===== config.mk =====
export PLATFORM = sky130hd
export DESIGN_NAME = cscan_disk_scheduler_unit
export DESIGN_NICKNAME = d
export VERILOG_FILES = /design/src/rtl/cscan_pkg.sv /design/src/rtl/cscan_front.sv /design/src/rtl/cscan_back.sv /design/src/rtl/cscan_disk_scheduler_unit.sv
export SDC_FILE = /design/constraint.sdc
export NUM_CORES = 2
export LEC_CHECK = 0
export BUFFER_PORTS_ARGS = -buffer_cell sky130_fd_sc_hd__buf_2
export CAP_MARGIN = 25
export CORE_MARGIN = 10
export CORE_UTILIZATION = 43
export CTS_CLUSTER_SIZE = 20
export DETAILED_ROUTE_END_ITERATION = 8
export GPL_ROUTABILITY_DRIVEN = 0
export MAX_ROUTING_LAYER = met4
export PLACE_DENSITY = 0.61
export SLEW_MARGIN = 20
export SYNTH_ARGS = -nofsm -noshare
export SYNTH_HDL_FRONTEND = slang
export SYNTH_HIERARCHICAL = 1
export SYNTH_SLANG_ARGS = --single-unit

===== constraint.sdc =====
create_clock -name clk -period 75.8 [get_ports clk]
set_input_delay 0 -clock clk [delete_from_list [all_inputs] [get_ports clk]]
set_output_delay 0 -clock clk [all_outputs]
set_load 0.05 [all_outputs]

===== src/rtl/cscan_pkg.sv =====
// shared types for the c-scan disk scheduler
// no dependencies
package cscan_pkg;

  // back end sequencer states
  typedef enum logic [2:0] {
    ST_IDLE,
    ST_SCAN,
    ST_SEEK,
    ST_UP,
    ST_TOP,
    ST_ZERO,
    ST_LOW
  } back_state_t;

  // status of the closed batch held between front and back
  typedef struct packed {
    logic closed;
    logic overflow;
  } batch_stat_t;

  localparam int SEEK_W   = 18;
  localparam int SERVE_W  = 16;
  localparam int CFG_IDX_DISK  = 0;
  localparam int CFG_IDX_START = 1;

endpackage


===== src/rtl/cscan_front.sv =====
// front end: accepts requests and keeps them in a sorted register line
// depends on cscan_pkg
module cscan_front #(
  parameter int MAX_REQUESTS = 32,
  parameter int TRACK_BITS   = 16,
  parameter int CW           = 6
) (
  input  logic                  clk,
  input  logic                  rst,
  input  logic                  accept,
  input  logic [TRACK_BITS-1:0] track,
  input  logic                  last,
  input  logic                  take,
  output cscan_pkg::batch_stat_t stat,
  output logic [CW-1:0]         count,
  output logic [TRACK_BITS-1:0] line [MAX_REQUESTS]
);
  import cscan_pkg::*;

  logic [MAX_REQUESTS-1:0] gt;
  logic                    room;

  assign room = (count < CW'(MAX_REQUESTS));

  // entries above the new request move up one place
  always_comb begin
    for (int i = 0; i < MAX_REQUESTS; i++) begin
      gt[i] = (CW'(i) < count) && (line[i] > track);
    end
  end

  // insertion into the sorted line
  always_ff @(posedge clk) begin
    if (accept && room) begin
      for (int i = 0; i < MAX_REQUESTS; i++) begin
        if (gt[i]) begin
          if (i == 0) line[i] <= track;
          else if (!gt[i-1]) line[i] <= track;
          else line[i] <= line[i-1];
        end else if (CW'(i) == count) begin
          // first free place takes the shifted top entry or the new request
          if (i == 0) line[i] <= track;
          else if (gt[i-1]) line[i] <= line[i-1];
          else line[i] <= track;
        end
      end
    end
  end

  // request count and batch status
  always_ff @(posedge clk) begin
    if (rst) begin
      count <= '0;
      stat  <= '0;
    end else if (take) begin
      count <= '0;
      stat  <= '0;
    end else if (accept) begin
      if (room) count <= count + CW'(1);
      else stat.overflow <= 1'b1;
      if (last) stat.closed <= 1'b1;
    end
  end

endmodule


===== src/rtl/cscan_back.sv =====
// back end: walks a sorted batch and emits the c-scan service order
// depends on cscan_pkg
module cscan_back #(
  parameter int MAX_REQUESTS = 32,
  parameter int TRACK_BITS   = 16,
  parameter int CW           = 6
) (
  input  logic                  clk,
  input  logic                  rst,
  input  cscan_pkg::batch_stat_t stat,
  input  logic [CW-1:0]         count_in,
  input  logic [TRACK_BITS-1:0] line_in [MAX_REQUESTS],
  input  logic [TRACK_BITS-1:0] top,
  input  logic [TRACK_BITS-1:0] head,
  output logic                  take,
  output logic                  result_valid,
  output logic [cscan_pkg::SERVE_W-1:0] service_track,
  output logic [cscan_pkg::SEEK_W-1:0]  total_seek,
  output logic                  overflow_seen,
  output logic                  sequence_end
);
  import cscan_pkg::*;

  localparam int IW = (MAX_REQUESTS > 1) ? $clog2(MAX_REQUESTS) : 1;
  localparam int SW = TRACK_BITS + 2;

  back_state_t             state, state_next;
  logic [TRACK_BITS-1:0]   store [MAX_REQUESTS];
  logic [CW-1:0]           count;
  logic [CW-1:0]           idx;
  logic                    ovf;
  logic [TRACK_BITS-1:0]   max_low;
  logic [CW-1:0]           last_low;
  logic                    has_low;
  logic [SW-1:0]           seek_sum;
  logic [SEEK_W-1:0]       seek;
  logic [TRACK_BITS-1:0]   cur;
  logic                    in_range;
  logic                    emit;
  logic [TRACK_BITS-1:0]   emit_val;
  logic                    emit_end;

  // current entry, clamped to the top track
  always_comb begin
    cur = store[idx[IW-1:0]];
    if (cur > top) cur = top;
  end
  assign in_range = (idx < count);
  assign take = (state == ST_IDLE) && stat.closed;

  // total seek, saturated
  always_comb begin
    seek_sum = (top >= head) ? SW'(top - head) : SW'(head - top);
    seek_sum = seek_sum + SW'(top) + SW'(max_low);
    if (seek_sum > SW'(2**SEEK_W - 1)) seek = '1;
    else seek = SEEK_W'(seek_sum);
  end

  // next state
  always_comb begin
    state_next = state;
    case (state)
      ST_IDLE: if (stat.closed) state_next = ST_SCAN;
      ST_SCAN: if (!in_range) state_next = ST_SEEK;
      ST_SEEK: state_next = ST_UP;
      ST_UP:   if (!in_range) state_next = ST_TOP;
      ST_TOP:  state_next = ST_ZERO;
      ST_ZERO: state_next = has_low ? ST_LOW : ST_IDLE;
      ST_LOW:  if (idx == last_low) state_next = ST_IDLE;
      default: state_next = ST_IDLE;
    endcase
  end

  // result selection
  always_comb begin
    emit     = 1'b0;
    emit_val = cur;
    emit_end = 1'b0;
    case (state)
      ST_UP:   emit = in_range && (cur > head);
      ST_TOP: begin
        emit     = 1'b1;
        emit_val = top;
      end
      ST_ZERO: begin
        emit     = 1'b1;
        emit_val = '0;
        emit_end = !has_low;
      end
      ST_LOW: begin
        emit     = 1'b1;
        emit_end = (idx == last_low);
      end
      default: emit = 1'b0;
    endcase
  end

  // control registers
  always_ff @(posedge clk) begin
    if (rst) begin
      state        <= ST_IDLE;
      result_valid <= 1'b0;
    end else begin
      state        <= state_next;
      result_valid <= emit;
    end
  end

  // batch copy, scan and walk
  always_ff @(posedge clk) begin
    case (state)
      ST_IDLE: begin
        idx     <= '0;
        has_low <= 1'b0;
        max_low <= '0;
        if (take) begin
          store <= line_in;
          count <= count_in;
          ovf   <= stat.overflow;
        end
      end
      ST_SCAN: begin
        if (in_range) begin
          if (cur < head) begin
            max_low  <= cur;
            last_low <= idx;
            has_low  <= 1'b1;
          end
          idx <= idx + CW'(1);
        end
      end
      ST_SEEK: begin
        total_seek <= seek;
        idx        <= '0;
      end
      ST_UP:   if (in_range) idx <= idx + CW'(1);
      ST_ZERO: idx <= '0;
      ST_LOW:  idx <= idx + CW'(1);
      default: idx <= idx;
    endcase
  end

  // result payload
  always_ff @(posedge clk) begin
    if (emit) begin
      service_track <= SERVE_W'(emit_val);
      overflow_seen <= ovf;
      sequence_end  <= emit_end;
    end
  end

endmodule


===== src/rtl/cscan_disk_scheduler_unit.sv =====
// c-scan disk scheduler, top level with configuration registers
// depends on cscan_pkg, cscan_front, cscan_back
// a request enters while busy is low; busy holds while a closed batch waits for the back
// with the back idle, a batch is copied and scanned for requests below the head, then
// served upward from the head, followed by the top track, track zero and the low requests
// one result per cycle at most, each strobed for one cycle, no stall from the receiver
// synchronous active-high reset clears the batch and sequencer, resets the configuration
module cscan_disk_scheduler_unit #(
  parameter int MAX_REQUESTS = 32,
  parameter int TRACK_BITS   = 16
) (
  input  logic        clk,
  input  logic        rst,
  input  logic        start,
  output logic        busy,
  input  logic [15:0] request_track,
  input  logic        batch_last,
  input  logic        cfg_wr,
  input  logic        cfg_addr,
  input  logic [16:0] cfg_data,
  output logic        result_valid,
  output logic [cscan_pkg::SERVE_W-1:0] service_track,
  output logic [cscan_pkg::SEEK_W-1:0]  total_seek,
  output logic        overflow_seen,
  output logic        sequence_end
);
  import cscan_pkg::*;

  localparam int CW = $clog2(MAX_REQUESTS + 1);

  logic [16:0]           disk_tracks;
  logic [15:0]           start_track;
  logic [23:0]           req_ext;
  logic [23:0]           start_ext;
  logic [16:0]           dt_m1;
  logic [24:0]           top_ext;
  logic [24:0]           mask_ext;
  logic [24:0]           top_sat;
  logic [TRACK_BITS-1:0] top;
  logic [TRACK_BITS-1:0] head;
  logic                  accept;
  logic                  take;
  batch_stat_t           stat;
  logic [CW-1:0]         count;
  logic [TRACK_BITS-1:0] line [MAX_REQUESTS];

  // configuration registers
  always_ff @(posedge clk) begin
    if (rst) begin
      disk_tracks <= 17'd200;
      start_track <= '0;
    end else if (cfg_wr) begin
      if (cfg_addr == 1'(CFG_IDX_DISK)) disk_tracks <= cfg_data;
      else start_track <= cfg_data[15:0];
    end
  end

  // top track and head at track width
  always_comb begin
    dt_m1     = (disk_tracks == '0) ? '0 : disk_tracks - 17'd1;
    top_ext   = {8'b0, dt_m1};
    mask_ext  = (25'(1) << TRACK_BITS) - 25'(1);
    top_sat   = (top_ext > mask_ext) ? mask_ext : top_ext;
    top       = top_sat[TRACK_BITS-1:0];
    start_ext = {8'b0, start_track};
    head      = start_ext[TRACK_BITS-1:0];
    req_ext   = {8'b0, request_track};
  end

  assign busy   = stat.closed;
  assign accept = start && !busy;

  cscan_front #(
    .MAX_REQUESTS(MAX_REQUESTS),
    .TRACK_BITS(TRACK_BITS),
    .CW(CW)
  ) u_front (
    .clk(clk),
    .rst(rst),
    .accept(accept),
    .track(req_ext[TRACK_BITS-1:0]),
    .last(batch_last),
    .take(take),
    .stat(stat),
    .count(count),
    .line(line)
  );

  cscan_back #(
    .MAX_REQUESTS(MAX_REQUESTS),
    .TRACK_BITS(TRACK_BITS),
    .CW(CW)
  ) u_back (
    .clk(clk),
    .rst(rst),
    .stat(stat),
    .count_in(count),
    .line_in(line),
    .top(top),
    .head(head),
    .take(take),
    .result_valid(result_valid),
    .service_track(service_track),
    .total_seek(total_seek),
    .overflow_seen(overflow_seen),
    .sequence_end(sequence_end)
  );

endmodule

# Word-level counts from Yosys, hierarchy flattened

Cells that the tools add are included.

Register bits after elaboration: 1141
Input bits: 39
Output and inout bits: 38
Logic and storage cells: 449

Add/sub/neg operators: 7
Magnitude comparators: 73
Equality and inequality tests: 45
Mux-type cells: 119
Bitwise operators: 3
Reduce and logical (&&, ||, !) cells: 121

Operator list:

| operator                                             | count |
|---|---|
| 2-to-1 mux 16 bit                                    | 101 |
| > comparator 16 bit                                  | 34 |
| equality test 5 x 6 -> 1 bit, first input constant   | 16 |
| < comparator 5 x 6 -> 1 bit, first input constant    | 16 |
| binary-select mux 16 bit (select 5 bit)              | 1 |
| AND reduction 2 bit                                  | 39 |
| nonzero test 2 bit                                   | 33 |
| case mux 16 bit (2 select lines)                     | 2 |
| equality test 4 x 6 -> 1 bit, first input constant   | 8 |
| < comparator 4 x 6 -> 1 bit, first input constant    | 8 |
| adder 18 x 16 -> 18 bit                              | 2 |
| logical AND 1 bit                                    | 36 |
| subtractor 16 x 16 -> 17 bit                         | 2 |
| equality test 3 x 6 -> 1 bit, first input constant   | 4 |
| < comparator 3 x 6 -> 1 bit, first input constant    | 4 |
| case mux 3 bit (7 select lines)                      | 1 |
| > comparator 18 bit, second input constant           | 1 |
| 2-to-1 mux 18 bit                                    | 1 |
| case mux 6 bit (3 select lines)                      | 1 |
| > comparator 17 x 16 -> 1 bit, second input constant | 1 |
| zero test 17 bit                                     | 1 |
| 2-to-1 mux 17 bit                                    | 1 |
| subtractor 17 x 1 -> 17 bit, second input constant   | 1 |
| >= comparator 16 bit                                 | 1 |
| other kinds (29)                                     | 53 |

# Longest topological paths before layout

Word-level depth: 10
Depth in mapped cells: 29
Mapped depth without buffers: 27

# By module

Netlist, hierarchy kept.

By module, submodules not included:

| module                    | times used | cells each | area each (um^2) | seq. area each (um^2) |
|---|---|---|---|---|
| cscan_front               | 1          | 2593       | 33475.9          | 15534.9 |
| cscan_back                | 1          | 1478       | 26225.2          | 17616.9 |
| cscan_disk_scheduler_unit | 1          | 220        | 1719.1           | 660.6 |

# Least setup slack after synthesis

Ideal clock, no wire load.

Kind: register -> register
Start point: register u_back.state[2]
End point: register u_front.count[0]
Library setup time: 124 ps
Arrival: 57808 ps
Data required time: 75676 ps
Path slack: 17867 ps
Cell stages (with the launch flop): 7
Buffers on the path: 3
Clock period less this slack: 57933 ps
Cell sequence: dfxtp_1 clkbuf_1 clkbuf_1 nor4b_1 or2_2 clkbuf_1 nor2_1

Longest elaborated chain between the ends: 3

Ends and longest elaborated chain:

| element                      | RTL line                        | source |
|---|---|---|
| from (decl)                  | cscan_back.sv:27                | `back_state_t state, state_next;` |
| from (signal assigned)       | cscan_back.sv:104               | `state <= state_next;` |
| zero test 3 bit              | cscan_back.sv:49                | `assign take = (state == ST_IDLE) && stat.closed;` |
| logical AND 1 bit            | cscan_back.sv:49                |  |
| via take                     | cscan_disk_scheduler_unit.sv:42 | `logic take;` |
| OR reduction 2 bit (no line) | --                              |  |
| to (signal assigned)         | cscan_front.sv:59               | `if (room) count <= count + CW'(1);` |
| to (decl)                    | cscan_front.sv:15               | `output logic [CW-1:0] count,` |

The timed path passes the listed nets, and every way through them passes these cells.
A chain may end at the register's enable or synchronous reset.

# Worst setup path after layout

Start point: register u_back.idx[0]
End point: register u_back.max_low[13], enable pin

Longest elaborated chain between the ends: 9
Elaborated cells between the ends (all ways): 11
Those cells by class: order compare: 3; eq/ne: 2; mux: 4; bitwise: 1; reduce/logical: 1

Ends and longest elaborated chain:

| element                                                | RTL line          | source |
|---|---|---|
| from (decl)                                            | cscan_back.sv:30  | `logic [CW-1:0] idx;` |
| from (signal assigned)                                 | cscan_back.sv:129 | `idx <= idx + CW'(1);` |
| from (signal assigned)                                 | cscan_back.sv:136 | `ST_UP: if (in_range) idx <= idx + CW'(1);` |
| from (signal assigned)                                 | cscan_back.sv:138 | `ST_LOW: idx <= idx + CW'(1);` |
| inverter 5 -> 6 bit (implied by the code) *            | cscan_back.sv:45  | `cur = store[idx[IW-1:0]];` |
| binary-select mux 16 bit (select 5 bit) *              | cscan_back.sv:45  |  |
| 2-to-1 mux 16 bit (implied by the code) * (2 in a row) | cscan_back.sv:45  |  |
| > comparator 16 bit                                    | cscan_back.sv:46  | `if (cur > top) cur = top;` |
| 2-to-1 mux 16 bit *                                    | cscan_back.sv:46  |  |
| via u_back.cur[9]                                      | cscan_back.sv:37  | `logic [TRACK_BITS-1:0] cur;` |
| < comparator 16 bit *                                  | cscan_back.sv:124 | `if (cur < head) begin` |
| != test 2 x 1 -> 1 bit (no line) *                     | --                |  |
| AND reduction 3 bit (no line) *                        | --                |  |
| to (signal assigned)                                   | cscan_back.sv:125 | `max_low <= cur;` |
| to (decl)                                              | cscan_back.sv:32  | `logic [TRACK_BITS-1:0] max_low;` |

Mark *: on every way through the listed nets, which the timed path passes. The rest lies on a longest branch. The select of a mux whose other input is x is not followed.

==> results_dict.tcl <==
set metrics [dict create \
    cts-root-buf "clkbuf_16" \
    cts.htree.levels 3 \
    internal_power_mw 1.184 \
    rsz0062_at_grt "no" \
    netlist_area_um2 61420 \
    port_buffers 76 \
    drc_errors 0 \
    grt_max_degree 156 \
    seq_area_frac_synth_pct 55.05 \
    antenna_found_initial 14 \
    cts_resized 0 \
    post-synth-top-area-cell "edfxtp_1" \
    endpoint_kind "register" \
    dp_hpwl_um 149300 \
    p_leak_nw 24.39 \
    clkSlewWorstSetupHoldPaths_ps 60 \
    synth_nets 4935 \
    io_pins 77 \
    synth.most_common_cell "edfxtp_1" \
    insertion_delay_ps 760 \
    post-place-ws_ps 67140 \
    clock_sinks 1141 \
    slew_headroom_pct 26.86 \
    hold_viol 0 \
    drive_gt1_share_pct 24.13 \
    slew_viol_final 0 \
    vias 40940 \
    yosys_warnings 6 \
    die-area_um2 158400 \
    power_mw 1.624 \
    hold_class "input port to register" \
    synth.area.top_cells "edfxtp_1 (54%), ha_1 (12%), mux2_2 (8.3%), mux4_2 (5.8%), a21oi_1 (2.5%)" \
    cp.buffers_inverters 6 \
    crit_chain "buf_4 > buf_4 > buf_6 > mux4_2 > mux4_2 > mux2_2 > ha_1 > nand2_1 > or2_2 > nor3_1 > a221oi_1 > a21oi_2 > buf_6 > mux2i_1 > inv_1 > ha_1 > a21oi_1 > nor2b_1 > o21ai_0 > a21oi_1 > or4_1 > nand2b_1 > a211oi_2 > buf_4" \
    seqPwrFrac_pct 45.3 \
    path_class "register to register" \
    grt_pass1_vias 39620 \
    syn2layout_area_growth_pct 12.27 \
    vdd_ir_drop_max_uv 22.71 \
    grt_pass1_wl_um 298900 \
    rows 138 \
    wirelength_um 213600 \
    die_w_um 397.9 \
    detail-route-antenna-nets 0 \
    period_share_pct 11.15 \
    synth_edf_count 1096 \
    crit_path_top_delay_cell "buf_4" \
    fin_nets 5120 \
    finish.utilization_pct 48.64 \
    critPathMaxFanout 55 \
    drtIter0Drc 5401 \
    numCtsBuffers 119 \
    core_area_um2 141800 \
    finalSetupViolCount 0 \
    vias_per_cell 6.322 \
    critPathArrivalTime_ps 8870 \
    syn_avg_cell_area_um2 14.31 \
    drv_cap 0 \
    clk_path_buf_depth 3 \
    power_frac_comb_pct 16.5 \
    wl_per_cell_um 32.98 \
    tns_ps 0 \
    track_usage_pct 27.11 \
    cts_hold_buf 64 \
    worstPathRequired_ps 76220 \
    fin_cells 6476 \
    setup_slack_ps 67350 \
    grt_overflow 0 \
    power.switching_uw 439.9 \
    dr.pass1.iters 8 \
    finalClockSkew_ps 33.77 \
    power_density_nw_per_um2 23.55 \
    fin_crit_ps 8451 \
    worst_pin_slew_ps 1097 \
    swShare_pct 27.08 \
    cpPeakStageDelay_ps 800 \
    synth_top_area_share_pct 53.58 \
    synth_ff_type "edfxtp_1" \
    post_cts_buffers 0 \
    outcome "complete, no violations" \
    die_y_um 397.9 \
    crit_top_cell "buf_4" \
    cts_tree "built" \
    ys_ff_latch 1141 \
    synth_cell_types 98 \
    fill_cells 11990 \
    ys_async_sr_fraction_pct 0 \
    timing.fmax_mhz 118.3 \
    crit_family "buffers and inverters" \
    initial_core_util_pct 43.33 \
    pwr-share-clk_pct 38.2 \
    dp.cells 6179 \
    yosys-top-cells-count "edfxtp_1 (1,096), ha_1 (587), mux2_2 (454)" \
    synthCells 4291 \
    startpoint_type "register" \
]
-- per-stage QoR --
step	area [um2]	hold WS [ps]
6_report	68950	96.48
5_1_grt	68940	90.60
2_1_floorplan	61420	71.61
3_3_place_gp	64100	236.7
4_1_cts	68910	27.92
3_5_place_dp	64170	261.7
-- power by group through the flow --
stage                     sequential, mW  combinational, mW  clock, mW
after floorplan                    0.774              0.181          0
after global placement             0.748              0.258          0
after detailed placement           0.748              0.262          0
after CTS                          0.735              0.266      0.627
after global routing               0.736              0.291      0.651
final                              0.736              0.268      0.620
-- worst paths after layout --
kind                            depth (start not counted)  slack [ps]                 end        startpoint
worst max-delay path                                   24       67350  u_back/max_low[13]     u_back/idx[0]
worst min-delay path                                    4         100            head[12]      cfg_data[12]
worst max register to register                         24       67350  u_back/max_low[13]     u_back/idx[0]
worst min register to register                          0         410    u_back/store[13]  u_front/line[13]
-- cell usage in the layout, fill, tap and decap left out, types with 75 or more instances in the layout --
cell type,netlist,final
buf_4,17,98
inv_1,174,159
clkbuf_16,0,125
mux2_2,454,454
o21ai_0,105,104
nand4_1,110,110
nand2_1,255,255
nor2_1,108,107
buf_2,18,75
ha_1,587,587
a21oi_1,312,311
mux4_2,158,158
edfxtp_1,1096,1096
-- logic make-up (layout without fill, tap and decap cells) --
group	count (synthesis)	after routing	share of synthesized area, %
buf+inv	355	640	2.593
flops	1141	1141	55.05
other cells	0	10	0
mux	679	679	15.36
compound gates	716	716	7.442
simple gates	745	745	6.299
fa+ha+maj	605	605	12.54
xor+xnor	50	50	0.7130
-- routing by layer --
layer	global-route usage, %	vias to the layer above	share of wire [%]
met5	-	-	0
li1	-	17270	-
met4	13.11	0	5.9
met1	35.33	20640	40
met3	6.453	482	11
met2	39.67	2555	44
-- flip-flops by register name, indices dropped and copies added, names as in the netlist, 16 cells and up --
register	cells
disk_tracks	17
head	16
u_back/total_seek	18
u_back/max_low	16
u_back/service_track	16
u_front/line	512
u_back/store	512
-- final cells by class --
type                            instances  area [um2]  area share (%)
Antenna cell                           10       25.02         0.03629
Clock buffer                          148        3264           4.734
Clock inverter                         73       835.8           1.212
Inverter                              174       653.1          0.9472
Multi-Input combinational cell       2795       26140           37.91
Sequential cell                      1141       33810           49.04
Tap cell                             1890        2365           3.429
Timing Repair Buffer                  245        1858           2.695
-- tightest hold or removal path: stages --
cell and delay, ps:
dlygate4sd3_1 530, buf_2 140, nand2_1 60, a21oi_1 50
(Power assumes the default switching activity.)
